==> config.mk <==
export PLATFORM = sky130hd
export DESIGN_NAME = bcd_decimal_float_divider
export DESIGN_NICKNAME = d
export VERILOG_FILES = /design/src/bcddiv_pkg.sv /design/src/bcddiv_digit_alu.sv /design/src/bcd_decimal_float_divider.sv
export SDC_FILE = /design/constraint.sdc
export NUM_CORES = 2
export LEC_CHECK = 0
export BUFFER_PORTS_ARGS = -buffer_cell sky130_fd_sc_hd__buf_2
export CORE_MARGIN = 10
export CORE_UTILIZATION = 53
export CTS_CLUSTER_SIZE = 8
export DETAILED_ROUTE_END_ITERATION = 10
export PLACE_DENSITY = 0.82
export SLEW_MARGIN = 20
export SYNTH_ARGS = -nofsm -noshare
export SYNTH_HDL_FRONTEND = slang
export SYNTH_SLANG_ARGS = --single-unit
==> constraint.sdc <==
create_clock -name clk -period 16.9 [get_ports clk]
set_input_delay 0.845 -clock clk [delete_from_list [all_inputs] [get_ports clk]]
set_output_delay 0.845 -clock clk [all_outputs]
set_load 0.01 [all_outputs]
==> src/bcddiv_pkg.sv <==
`default_nettype none
package bcddiv_pkg;
    localparam int Digits = 30;
    localparam int DigitBits = 4;
    localparam int ManBits = Digits * DigitBits;
    localparam int RemDigits = Digits + 1;
    localparam int RemBits = RemDigits * DigitBits;
    localparam int QuotSteps = Digits + 2;
    localparam int DigCntBits = $clog2(QuotSteps + 1);
    localparam int ExpBits = 18;
    localparam int WideExpBits = 21;
    localparam int OutExpBits = 19;
    localparam int ExpLimit = 99999;
    localparam int ExpFieldMax = 262143;
    localparam int ExpFieldMin = -262144;
    localparam logic [DigitBits-1:0] RoundDigit = 4'd5;
    localparam int InBits = 2 + 4 * 60 + 2 * ExpBits;
    localparam int InBytes = (InBits + 7) / 8;
    localparam int OutBits = 1 + 2 * 60 + OutExpBits + 2;
    localparam int OutBytes = (OutBits + 7) / 8;

    typedef enum logic [1:0] {
        STATUS_OK = 2'd0,
        STATUS_DIV_ZERO = 2'd1,
        STATUS_RANGE = 2'd2
    } status_t;

    // clamp nibble to a decimal digit
    function automatic logic [DigitBits-1:0] clamp_digit(input logic [DigitBits-1:0] n);
        clamp_digit = (n > 4'd9) ? 4'd9 : n;
    endfunction
endpackage
`default_nettype wire

==> src/bcddiv_digit_alu.sv <==
`default_nettype none
// one BCD digit of a compare or subtract chain, least significant first
module bcddiv_digit_alu
    import bcddiv_pkg::*;
(
    input  wire logic [DigitBits-1:0] a,
    input  wire logic [DigitBits-1:0] b,
    input  wire logic                 borrow_in,
    output logic [DigitBits-1:0]      diff,
    output logic                      borrow_out
);
    logic [DigitBits:0] raw;

    always_comb
    begin
        raw = {1'b0, a} - {1'b0, b} - {{DigitBits{1'b0}}, borrow_in};
        borrow_out = raw[DigitBits];
        diff = borrow_out ? (raw[DigitBits-1:0] + 4'd10) : raw[DigitBits-1:0];
    end
endmodule
`default_nettype wire

==> src/bcd_decimal_float_divider.sv <==
`default_nettype none
// channel | dir | tdata fields (lsb first)
// s_axis  | in  | dividend_negative, dividend_digits_high, dividend_digits_low,
//         |     | dividend_exponent, divisor_negative, divisor_digits_high,
//         |     | divisor_digits_low, divisor_exponent
// m_axis  | out | quotient_negative, quotient_digits_high, quotient_digits_low,
//         |     | quotient_exponent, status
// one item at a time; each trial subtract walks the 31-digit remainder one
// digit per cycle through a single BCD digit subtractor (up to 10 trials per
// quotient digit, 32 quotient digits), plus leading-zero stripping of each
// operand and a rippled rounding carry. The output register holds a result
// until taken while s_axis_tready stays low. rst_n clears control state.
module bcd_decimal_float_divider
    import bcddiv_pkg::*;
(
    input  wire logic                   clk,
    input  wire logic                   rst_n,
    input  wire logic                   s_axis_tvalid,
    output logic                        s_axis_tready,
    input  wire logic [InBytes*8-1:0]   s_axis_tdata,   // see table above
    output logic                        m_axis_tvalid,
    input  wire logic                   m_axis_tready,
    output logic [OutBytes*8-1:0]       m_axis_tdata    // see table above
);
    typedef enum logic [8:0] {
        ST_IDLE  = 9'b000000001,
        ST_NORMA = 9'b000000010,
        ST_NORMB = 9'b000000100,
        ST_TRIAL = 9'b000001000,
        ST_SUB   = 9'b000010000,
        ST_SHIFT = 9'b000100000,
        ST_ROUND = 9'b001000000,
        ST_FINAL = 9'b010000000,
        ST_OUT   = 9'b100000000
    } state_t;

    state_t state_reg, state_next;
    logic [ManBits-1:0] a_reg, a_next;
    logic [RemBits-1:0] rem_reg, rem_next, dv_reg, dv_next, acc_reg, acc_next;
    logic [(QuotSteps)*DigitBits-1:0] q_reg, q_next;
    logic [WideExpBits-1:0] exp_reg, exp_next;
    logic neg_reg, neg_next, bor_reg, bor_next;
    logic [DigCntBits-1:0] cnt_reg, cnt_next, step_reg, step_next;
    logic [DigitBits-1:0] dig_reg, dig_next;
    logic [OutBytes*8-1:0] out_reg, out_next;
    logic [DigitBits-1:0] alu_diff;
    logic alu_bout;

    // unpack input fields
    logic [59:0] a_hi, a_lo, b_hi, b_lo;
    logic [ExpBits-1:0] ea, eb;
    assign a_hi = s_axis_tdata[60:1];
    assign a_lo = s_axis_tdata[120:61];
    assign ea   = s_axis_tdata[138:121];
    assign b_hi = s_axis_tdata[199:140];
    assign b_lo = s_axis_tdata[259:200];
    assign eb   = s_axis_tdata[277:260];

    // digit subtractor works on the lowest digit of the rotating registers
    bcddiv_digit_alu u_alu (
        .a(rem_reg[DigitBits-1:0]),
        .b(dv_reg[DigitBits-1:0]),
        .borrow_in(bor_reg),
        .diff(alu_diff),
        .borrow_out(alu_bout)
    );

    assign s_axis_tready = (state_reg == ST_IDLE);
    assign m_axis_tvalid = (state_reg == ST_OUT);
    assign m_axis_tdata  = out_reg;

    logic [ManBits-1:0] ina, inb;
    logic [WideExpBits-1:0] fexp;
    logic [OutExpBits-1:0] sat_exp;
    logic [ManBits-1:0] mant;
    logic [DigitBits-1:0] rd;

    always_comb
    begin
        state_next = state_reg;
        a_next = a_reg; rem_next = rem_reg; dv_next = dv_reg; acc_next = acc_reg;
        q_next = q_reg; exp_next = exp_reg; neg_next = neg_reg; bor_next = bor_reg;
        cnt_next = cnt_reg; step_next = step_reg; dig_next = dig_reg; out_next = out_reg;
        ina = '0; inb = '0; fexp = '0; sat_exp = '0; mant = '0; rd = '0;
        case (state_reg)
            ST_IDLE:
            begin
                if (s_axis_tvalid)
                begin
                    for (int k = 0; k < Digits; k++)
                    begin
                        ina[(Digits-1-k)*4 +: 4] = clamp_digit((k < 15) ?
                            a_hi[(14-k)*4 +: 4] : a_lo[(29-k)*4 +: 4]);
                        inb[(Digits-1-k)*4 +: 4] = clamp_digit((k < 15) ?
                            b_hi[(14-k)*4 +: 4] : b_lo[(29-k)*4 +: 4]);
                    end
                    a_next = ina;
                    dv_next = {4'd0, inb};
                    neg_next = s_axis_tdata[0] ^ s_axis_tdata[139];
                    exp_next = WideExpBits'($signed(ea)) - WideExpBits'($signed(eb))
                        + WideExpBits'(1);
                    cnt_next = '0;
                    state_next = ST_NORMB;
                end
            end
            // strip divisor leading zeros, one digit per cycle
            ST_NORMB:
            begin
                if (dv_reg[ManBits-1 -: 4] != 4'd0)
                begin
                    cnt_next = '0; state_next = ST_NORMA;
                end
                else if (cnt_reg == DigCntBits'(Digits - 1))
                begin
                    out_next = '0;
                    out_next[OutBits-1 -: 2] = STATUS_DIV_ZERO;
                    state_next = ST_OUT;
                end
                else
                begin
                    dv_next = {4'd0, dv_reg[ManBits-5:0], 4'd0};
                    exp_next = exp_reg + WideExpBits'(1);
                    cnt_next = cnt_reg + 1'b1;
                end
            end
            ST_NORMA:
            begin
                if (a_reg[ManBits-1 -: 4] != 4'd0)
                begin
                    rem_next = {4'd0, a_reg};
                    q_next = '0; step_next = '0; dig_next = '0;
                    cnt_next = '0; bor_next = 1'b0; acc_next = '0;
                    state_next = ST_TRIAL;
                end
                else if (cnt_reg == DigCntBits'(Digits - 1))
                begin
                    out_next = '0;
                    out_next[0] = neg_reg;
                    out_next[121 +: OutExpBits] = OutExpBits'(1);
                    state_next = ST_OUT;
                end
                else
                begin
                    a_next = {a_reg[ManBits-5:0], 4'd0};
                    exp_next = exp_reg - WideExpBits'(1);
                    cnt_next = cnt_reg + 1'b1;
                end
            end
            // trial subtract, rotating both words one digit per cycle
            ST_TRIAL:
            begin
                acc_next = {alu_diff, acc_reg[RemBits-1:4]};
                rem_next = {rem_reg[3:0], rem_reg[RemBits-1:4]};
                dv_next = {dv_reg[3:0], dv_reg[RemBits-1:4]};
                bor_next = alu_bout;
                cnt_next = cnt_reg + 1'b1;
                if (cnt_reg == DigCntBits'(RemDigits - 1))
                begin
                    cnt_next = '0;
                    state_next = ST_SUB;
                end
            end
            // final borrow says whether the trial fits
            ST_SUB:
            begin
                bor_next = 1'b0;
                if (!bor_reg && dig_reg != 4'd9)
                begin
                    rem_next = acc_reg;
                    dig_next = dig_reg + 4'd1;
                    state_next = ST_TRIAL;
                end
                else
                    state_next = ST_SHIFT;
            end
            ST_SHIFT:
            begin
                q_next = {q_reg[QuotSteps*4-5:0], dig_reg};
                rem_next = {rem_reg[RemBits-5:0], 4'd0};
                dig_next = '0;
                step_next = step_reg + 1'b1;
                if (step_reg == DigCntBits'(QuotSteps - 1))
                begin
                    if (q_reg[QuotSteps*4-5 -: 4] == 4'd0)
                    begin
                        acc_next = {q_reg[ManBits-1:0], dig_reg};
                        exp_next = exp_reg - WideExpBits'(1);
                    end
                    else
                        acc_next = q_reg[RemBits-1:0];
                    cnt_next = '0;
                    state_next = ST_ROUND;
                end
                else
                    state_next = ST_TRIAL;
            end
            // round: acc holds m digits plus round digit at the bottom
            ST_ROUND:
            begin
                rd = acc_reg[3:0];
                bor_next = (rd >= RoundDigit);
                rem_next = {4'd0, acc_reg[RemBits-1:4]};
                cnt_next = '0;
                acc_next = '0;
                state_next = ST_FINAL;
            end
            // ripple the carry one digit per cycle, rotating into acc
            ST_FINAL:
            begin
                if (cnt_reg == DigCntBits'(Digits))
                begin
                    mant = acc_reg[RemBits-1:4];
                    fexp = exp_reg;
                    if (bor_reg)
                    begin
                        mant[ManBits-1 -: 4] = 4'd1;
                        fexp = exp_reg + WideExpBits'(1);
                    end
                    if ($signed(fexp) > ExpFieldMax)
                        sat_exp = OutExpBits'(ExpFieldMax);
                    else if ($signed(fexp) < ExpFieldMin)
                        sat_exp = OutExpBits'(ExpFieldMin);
                    else
                        sat_exp = fexp[OutExpBits-1:0];
                    out_next = '0;
                    out_next[0] = neg_reg;
                    out_next[1 +: 60] = mant[ManBits-1 -: 60];
                    out_next[61 +: 60] = mant[59:0];
                    out_next[121 +: OutExpBits] = sat_exp;
                    out_next[OutBits-1 -: 2] =
                        ($signed(fexp) > ExpLimit || $signed(fexp) < -ExpLimit) ?
                        STATUS_RANGE : STATUS_OK;
                    state_next = ST_OUT;
                end
                else
                begin
                    rd = rem_reg[3:0];
                    if (bor_reg && rd == 4'd9)
                        rd = 4'd0;
                    else if (bor_reg)
                    begin
                        rd = rd + 4'd1;
                        bor_next = 1'b0;
                    end
                    acc_next = {rd, acc_reg[RemBits-1:4]};
                    rem_next = {4'd0, rem_reg[RemBits-1:4]};
                    cnt_next = cnt_reg + 1'b1;
                end
            end
            ST_OUT:
            begin
                if (m_axis_tready)
                    state_next = ST_IDLE;
            end
            default:
            begin
                state_next = ST_IDLE;
            end
        endcase
    end

    // control registers
    always_ff @(posedge clk or negedge rst_n)
    begin
        if (!rst_n)
        begin
            state_reg <= ST_IDLE;
            cnt_reg <= '0;
            step_reg <= '0;
            bor_reg <= 1'b0;
        end
        else
        begin
            state_reg <= state_next;
            cnt_reg <= cnt_next;
            step_reg <= step_next;
            bor_reg <= bor_next;
        end
    end

    // datapath registers
    always_ff @(posedge clk)
    begin
        a_reg <= a_next; rem_reg <= rem_next; dv_reg <= dv_next; acc_reg <= acc_next;
        q_reg <= q_next; exp_reg <= exp_next; neg_reg <= neg_next;
        dig_reg <= dig_next; out_reg <= out_next;
    end
endmodule
`default_nettype wire

==> After elaboration in Yosys (flattened, before gate mapping) <==
Cells that the tools add are included.
{ "word_totals": {"ff_bits": 808, "input_bits": 284, "out_inout_bits": 146} }
{ "classes": {"n_addsub": 11, "n_lt_le_gt_ge": 65, "n_eq_ne": 30, "muxes": 130, "bitwise_logic": 1, "n_reduce_logical": 29} }
{ "ops": {"columns": ["operator", "n"], "rows": [
  ["$mux W124", 11],
  ["$pmux W124 S6", 1],
  ["$mux W144", 5],
  ["$pmux W124 S5", 1],
  ["$pmux W144 S3", 1],
  ["$pmux W124 S3", 1],
  ["$mux W120", 3],
  ["$mux W4", 66],
  ["$pmux W124 S2", 1],
  ["$gt A4 B4 Y1 const B", 60],
  ["$pmux W120 S2", 1],
  ["$mux W21", 10],
  ["$pmux W21 S4", 1],
  ["$pmux W9 S9", 1],
  ["$mux W9", 7],
  ["$mux W6", 9],
  ["$pmux W6 S7", 1],
  ["$mux W19", 2],
  ["$ne A2 B2 Y1 const B", 15],
  ["$reduce_and A4 Y1", 7],
  ["$add A21 B1 Y21 const B", 1],
  ["$gt A21 B18 Y1 const B", 1],
  ["$gt A21 B19 Y1 const B", 1],
  ["$lt A21 B18 Y1 const B", 1],
  ["44 further kinds", 58]
]} }

==> Depth between registers and ports, before layout <==
{ "logic_depth": {"depth_word": 9, "depth_mapped": 14, "ltp_nobuf": 13} }

==> By module <==
A second synthesis with hierarchy kept.
{ "hier_totals": {"hier_cells": 3659, "hier_area_um2": 40894.2} }
{ "by_module_without_submodules": {"columns": ["module", "n_inst", "cells_per_inst", "area_per_inst_um2", "seq_area_each_um2"], "rows": [
  ["bcd_decimal_float_divider", 1, 3626, 40614.0, 24094.4],
  ["bcddiv_digit_alu", 1, 33, 280.3, 0.0]
]} }

==> Least setup slack after synthesis <==
OpenSTA, ideal clock, no wires.
{ "synth_path": {"kind": "reg-to-reg", "from": "reg state_reg[2]", "to": "reg out_reg[0] (netlist: m_axis_tdata[0]) (enable)", "setup_ps": 872, "arrival_time_ps": 12090, "t_required_ps": 16028, "slack_ps": 3937, "stages_incl_launch_ff": 8, "n_path_buf": 2, "synth_period_minus_slack_ps": 12963, "path_cell_list": "dfrtp_1 -> buf_6 -> or4_4 -> nor3_4 -> and2_1 -> buf_2 -> nand2_1 -> a221oi_1"} }
{ "synth_between": {"elab_chain_cells": 3} }
{ "synth_rtl": {"columns": ["element", "line_no", "source"], "rows": [
  ["from (decl)", "bcd_decimal_float_divider.sv:37", "state_t state_reg, state_next;"],
  ["from (signal assigned)", "bcd_decimal_float_divider.sv:274", "state_reg <= state_next;"],
  ["$eq A9 B3 Y1, or another cell as far along", "bcd_decimal_float_divider.sv:85", "case (state_reg)"],
  ["$ne A2 B2 Y1 (no source line) / $reduce_bool A3 Y1 (equally long branches)", null, null],
  ["$reduce_and A6 Y1 (no source line) *", null, null],
  ["to (signal assigned)", "bcd_decimal_float_divider.sv:286", "dig_reg <= dig_next; out_reg <= out_next;"],
  ["to (decl)", "bcd_decimal_float_divider.sv:45", "logic [OutBytes*8-1:0] out_reg, out_next;"]
]} }
Mark *: on every way between the ends. The rest lies on a longest branch, timed or not.
A chain may end at the register's enable or synchronous reset.

==> Final worst setup path <==
{ "layout_path": {"from": "reg state_reg[2]", "to": "reg rem_reg[77] (enable)"} }
{ "layout_between": {"elab_chain_cells": 3} }
{ "layout_rtl": {"columns": ["element", "line_no", "source"], "rows": [
  ["$eq A9 B8 Y1, or another cell as far along", "bcd_decimal_float_divider.sv:85", null],
  ["$reduce_bool A6 Y1 (no source line) / $ne A2 B2 Y1 (equally long branches)", null, null],
  ["$reduce_and A4 Y1 (no source line) *", null, null],
  ["to (signal assigned)", "bcd_decimal_float_divider.sv:284", "a_reg <= a_next; rem_reg <= rem_next; dv_reg <= dv_next; acc_reg <= acc_next;"],
  ["to (decl)", "bcd_decimal_float_divider.sv:39", "logic [RemBits-1:0] rem_reg, rem_next, dv_reg, dv_next, acc_reg, acc_next;"]
]} }
Marked as above.

==> impl_metrics.json <==
{
  "period_minus_slack_ns": 4.748,
  "globalRoute.totalOverflow": 0,
  "hold_viol_final": 0,
  "root_buffer": "clkbuf_16",
  "setup_violations": 0,
  "synth-seq-cells": 806,
  "cts_buffer_depth": 3,
  "grt_antenna_before_repair": 17,
  "p_per_area_nw_per_um2": 156.4,
  "grt_pass1_vias": 31420,
  "io_pins": 430,
  "grt.total_usage_pct": 27.21,
  "drtIter0Drc": 5960,
  "fin_ws_ns": 12.15,
  "clk_pin_slew_ns": 0.05,
  "min_path_type": "primary input to asynchronous set/reset pin",
  "h-tree-depth": 3,
  "cts_tree": "yes",
  "violations": "design-rule violations",
  "die_area_um2": 87260,
  "cts.sinks": 806,
  "core_area_um2": 74820,
  "ys_seq_area_share_pct": 59.94,
  "num_vias": 32950,
  "async_flop_share_pct": 2.730,
  "yosysWarnings": 0,
  "final_antenna_net_count": 0,
  "placed_cell_area_um2": 42850,
  "post_cts_buffers": 0,
  "grt_max_degree": 125,
  "wirelength_mm": 123.8,
  "finalSetupTns_ns": 0,
  "path_class": "register to register",
  "wl_per_cell_um": 24.58,
  "start_util_pct": 53.73,
  "die_h_um": 295.4,
  "die_width_um": 295.4,
  "synth.distinct_cells": 77,
  "slew-limit-headroom_pct": 24.43,
  "syn_avg_cell_area_um2": 10.76,
  "synth-main-ff-cell": "edfxtp_1",
  "drc_errors": 6,
  "status": "finished with violations",
  "via_per_inst": 6.544,
  "stdcell_area_um2": 45920,
  "synthCells": 3735,
  "largest_reg_flops": 142,
  "worstSetupStartpointType": "register",
  "drv_slew": 0,
  "required_ns": 17.20,
  "dp_worst_setup_slack_ns": 12.19,
  "clk_latency_ns": 0.70,
  "cts_resized": 0,
  "ir_drop_mv": 0.1226,
  "rsz0062_at_grt": "false",
  "num_rows": 100,
  "gp_congestion": 0.9184,
  "synth_edf_count": 784,
  "cp_max_fo": 74,
  "syn2layout_area_growth_pct": 14.23,
  "fmax_mhz": 210.6,
  "final_layout_size_suffix_gt1_share_pct": 15.70,
  "worstMarginPinSlew_ns": 1.134,
  "cts_buffers": 111,
  "final_util_pct": 61.37,
  "cap_violations": 0,
  "fin_crit_sh_pct": 28.09,
  "dr.pass1.iters": 11,
  "syn-cell-area_um2": 40200,
  "portBuffers": 425,
  "dp_hpwl_mm": 82.24,
  "nNetsFinal": 4374,
  "hold_buffers": 0,
  "skew_ns": 0.05260,
  "p_leak_nw": 18.60,
  "grt_pass1_wl_mm": 185.6,
  "crit_arrival_ns": 5.05,
  "cp-end-kind": "register"
}
[cell families after synthesis]
group / synth area share (%)
xor+xnor: 1.155
buf+inv: 4.613
other cells: 0.009329
mux: 0.05291
flops: 59.94
simple gates: 16.68
compound gates: 15.75
fa+ha+maj: 1.799
[cell usage after synthesis (20+ instances only)]
cell,n,area [um2]
dfrtp_1,21,525.5
edfxtp_1,784,23540
ha_1,53,663.1
nand3_1,27,135.1
and2_1,136,850.8
clkbuf_1,187,701.9
nor3_1,20,100.1
o22ai_1,135,844.6
nor2_1,241,904.6
o21ai_0,211,1056
a22oi_1,33,247.7
a222oi_1,178,1782
a31oi_1,36,225.2
a21oi_1,199,996.0
xor2_1,24,210.2
nand2_1,721,2706
nand4_1,20,125.1
buf_1,20,75.07
nand3b_1,61,457.9
inv_1,171,641.9
a221o_1,35,350.3
buf_2,69,345.3
and3_1,129,807.0
xnor2_1,29,254.0
[per-layer routing]
| metal | vias to the layer above | part of all wire [%] | GRT usage, % |
|---|---|---|---|
| met5 | - | 0.054 | 0 |
| met2 | 2415 | 45 | 40.32 |
| met1 | 15730 | 38 | 37.42 |
| li1 | 14560 | - | - |
| met4 | 6 | 2.7 | 8.668 |
| met3 | 235 | 14 | 9.068 |
[where the power goes]
group | internal, mW | leakage [nW] | total (mW) | switching (mW)
Sequential | 3.03 | 7.85 | 3.53 | 0.505
Clock | 1.17 | 1.46 | 2.01 | 0.836
Combinational | 0.523 | 9.30 | 1.64 | 1.12
[critical path, cell delays in order (launching register included)]
cell	delay, ns
dfrtp_1	0.48
or4_4	0.63
nor3_4	0.12
buf_4	0.39
and2_1	0.50
nor2_4	0.25
a311oi_4	0.32
buf_4	0.65
buf_4	0.91
[path summary, 6_finish.rpt]
path | slack (ns) | from | endpoint | cells after the start
worst min register to register | 0.48 | cnt_reg[5] | cnt_reg[5] | 1
worst min-delay path | 0.17 | rst_n | state_reg[1] | 1
worst max register to register | 12.15 | state_reg[2] | rem_reg[77] | 8
worst max-delay path | 12.15 | state_reg[2] | rem_reg[77] | 8
max in group asynchronous | 16.37 | rst_n | state_reg[0] | 1
min in group clk | 0.46 | s_axis_tdata[88] | a_reg[27] | 3
[final cells by class]
cell class,count,area (um2)
fill,5780,28900
antenna,8,20.02
multi-input combinational,2474,14420
sequential,806,24090
clock buffer,127,2848
inverter,171,641.9
timing repair buffer,470,2529
tap,969,1212
clock inverter,9,156.4
[metrics by stage]
stage / hold WS (ns) / total power [mW] / cells
after floorplan: 0.4434 / 4.641 / 3736
final: 0.1692 / 7.183 / 5034
after global routing: 0.2051 / 7.476 / 5034
after CTS: 0.1626 / 7.131 / 5025
after detailed placement: 0.4769 / 5.131 / 4889
after global placement: 0.4688 / 5.063 / 4888
[layout by cell type (no fill, tap or decap), types with 11 or more instances in the layout]
cell       count
nor3b_1       11
ha_1          53
xor2_1        24
o22ai_1      135
o21ai_0      211
and3_1       129
nand3b_1      61
and2_1       136
inv_1        171
nand2_1      718
edfxtp_1     784
xnor2_1       29
a221oi_1      11
a221o_1       35
clkbuf_16    111
a31oi_1       36
clkbuf_1      15
buf_4         39
a222oi_1     178
dfrtp_1       21
nand4_1       20
a21oi_1      199
nand3_1       27
o221ai_1      13
a22oi_1       33
buf_2        425
nor3_1        20
nor2_1       234
Power figures use the tool's default switching activity.
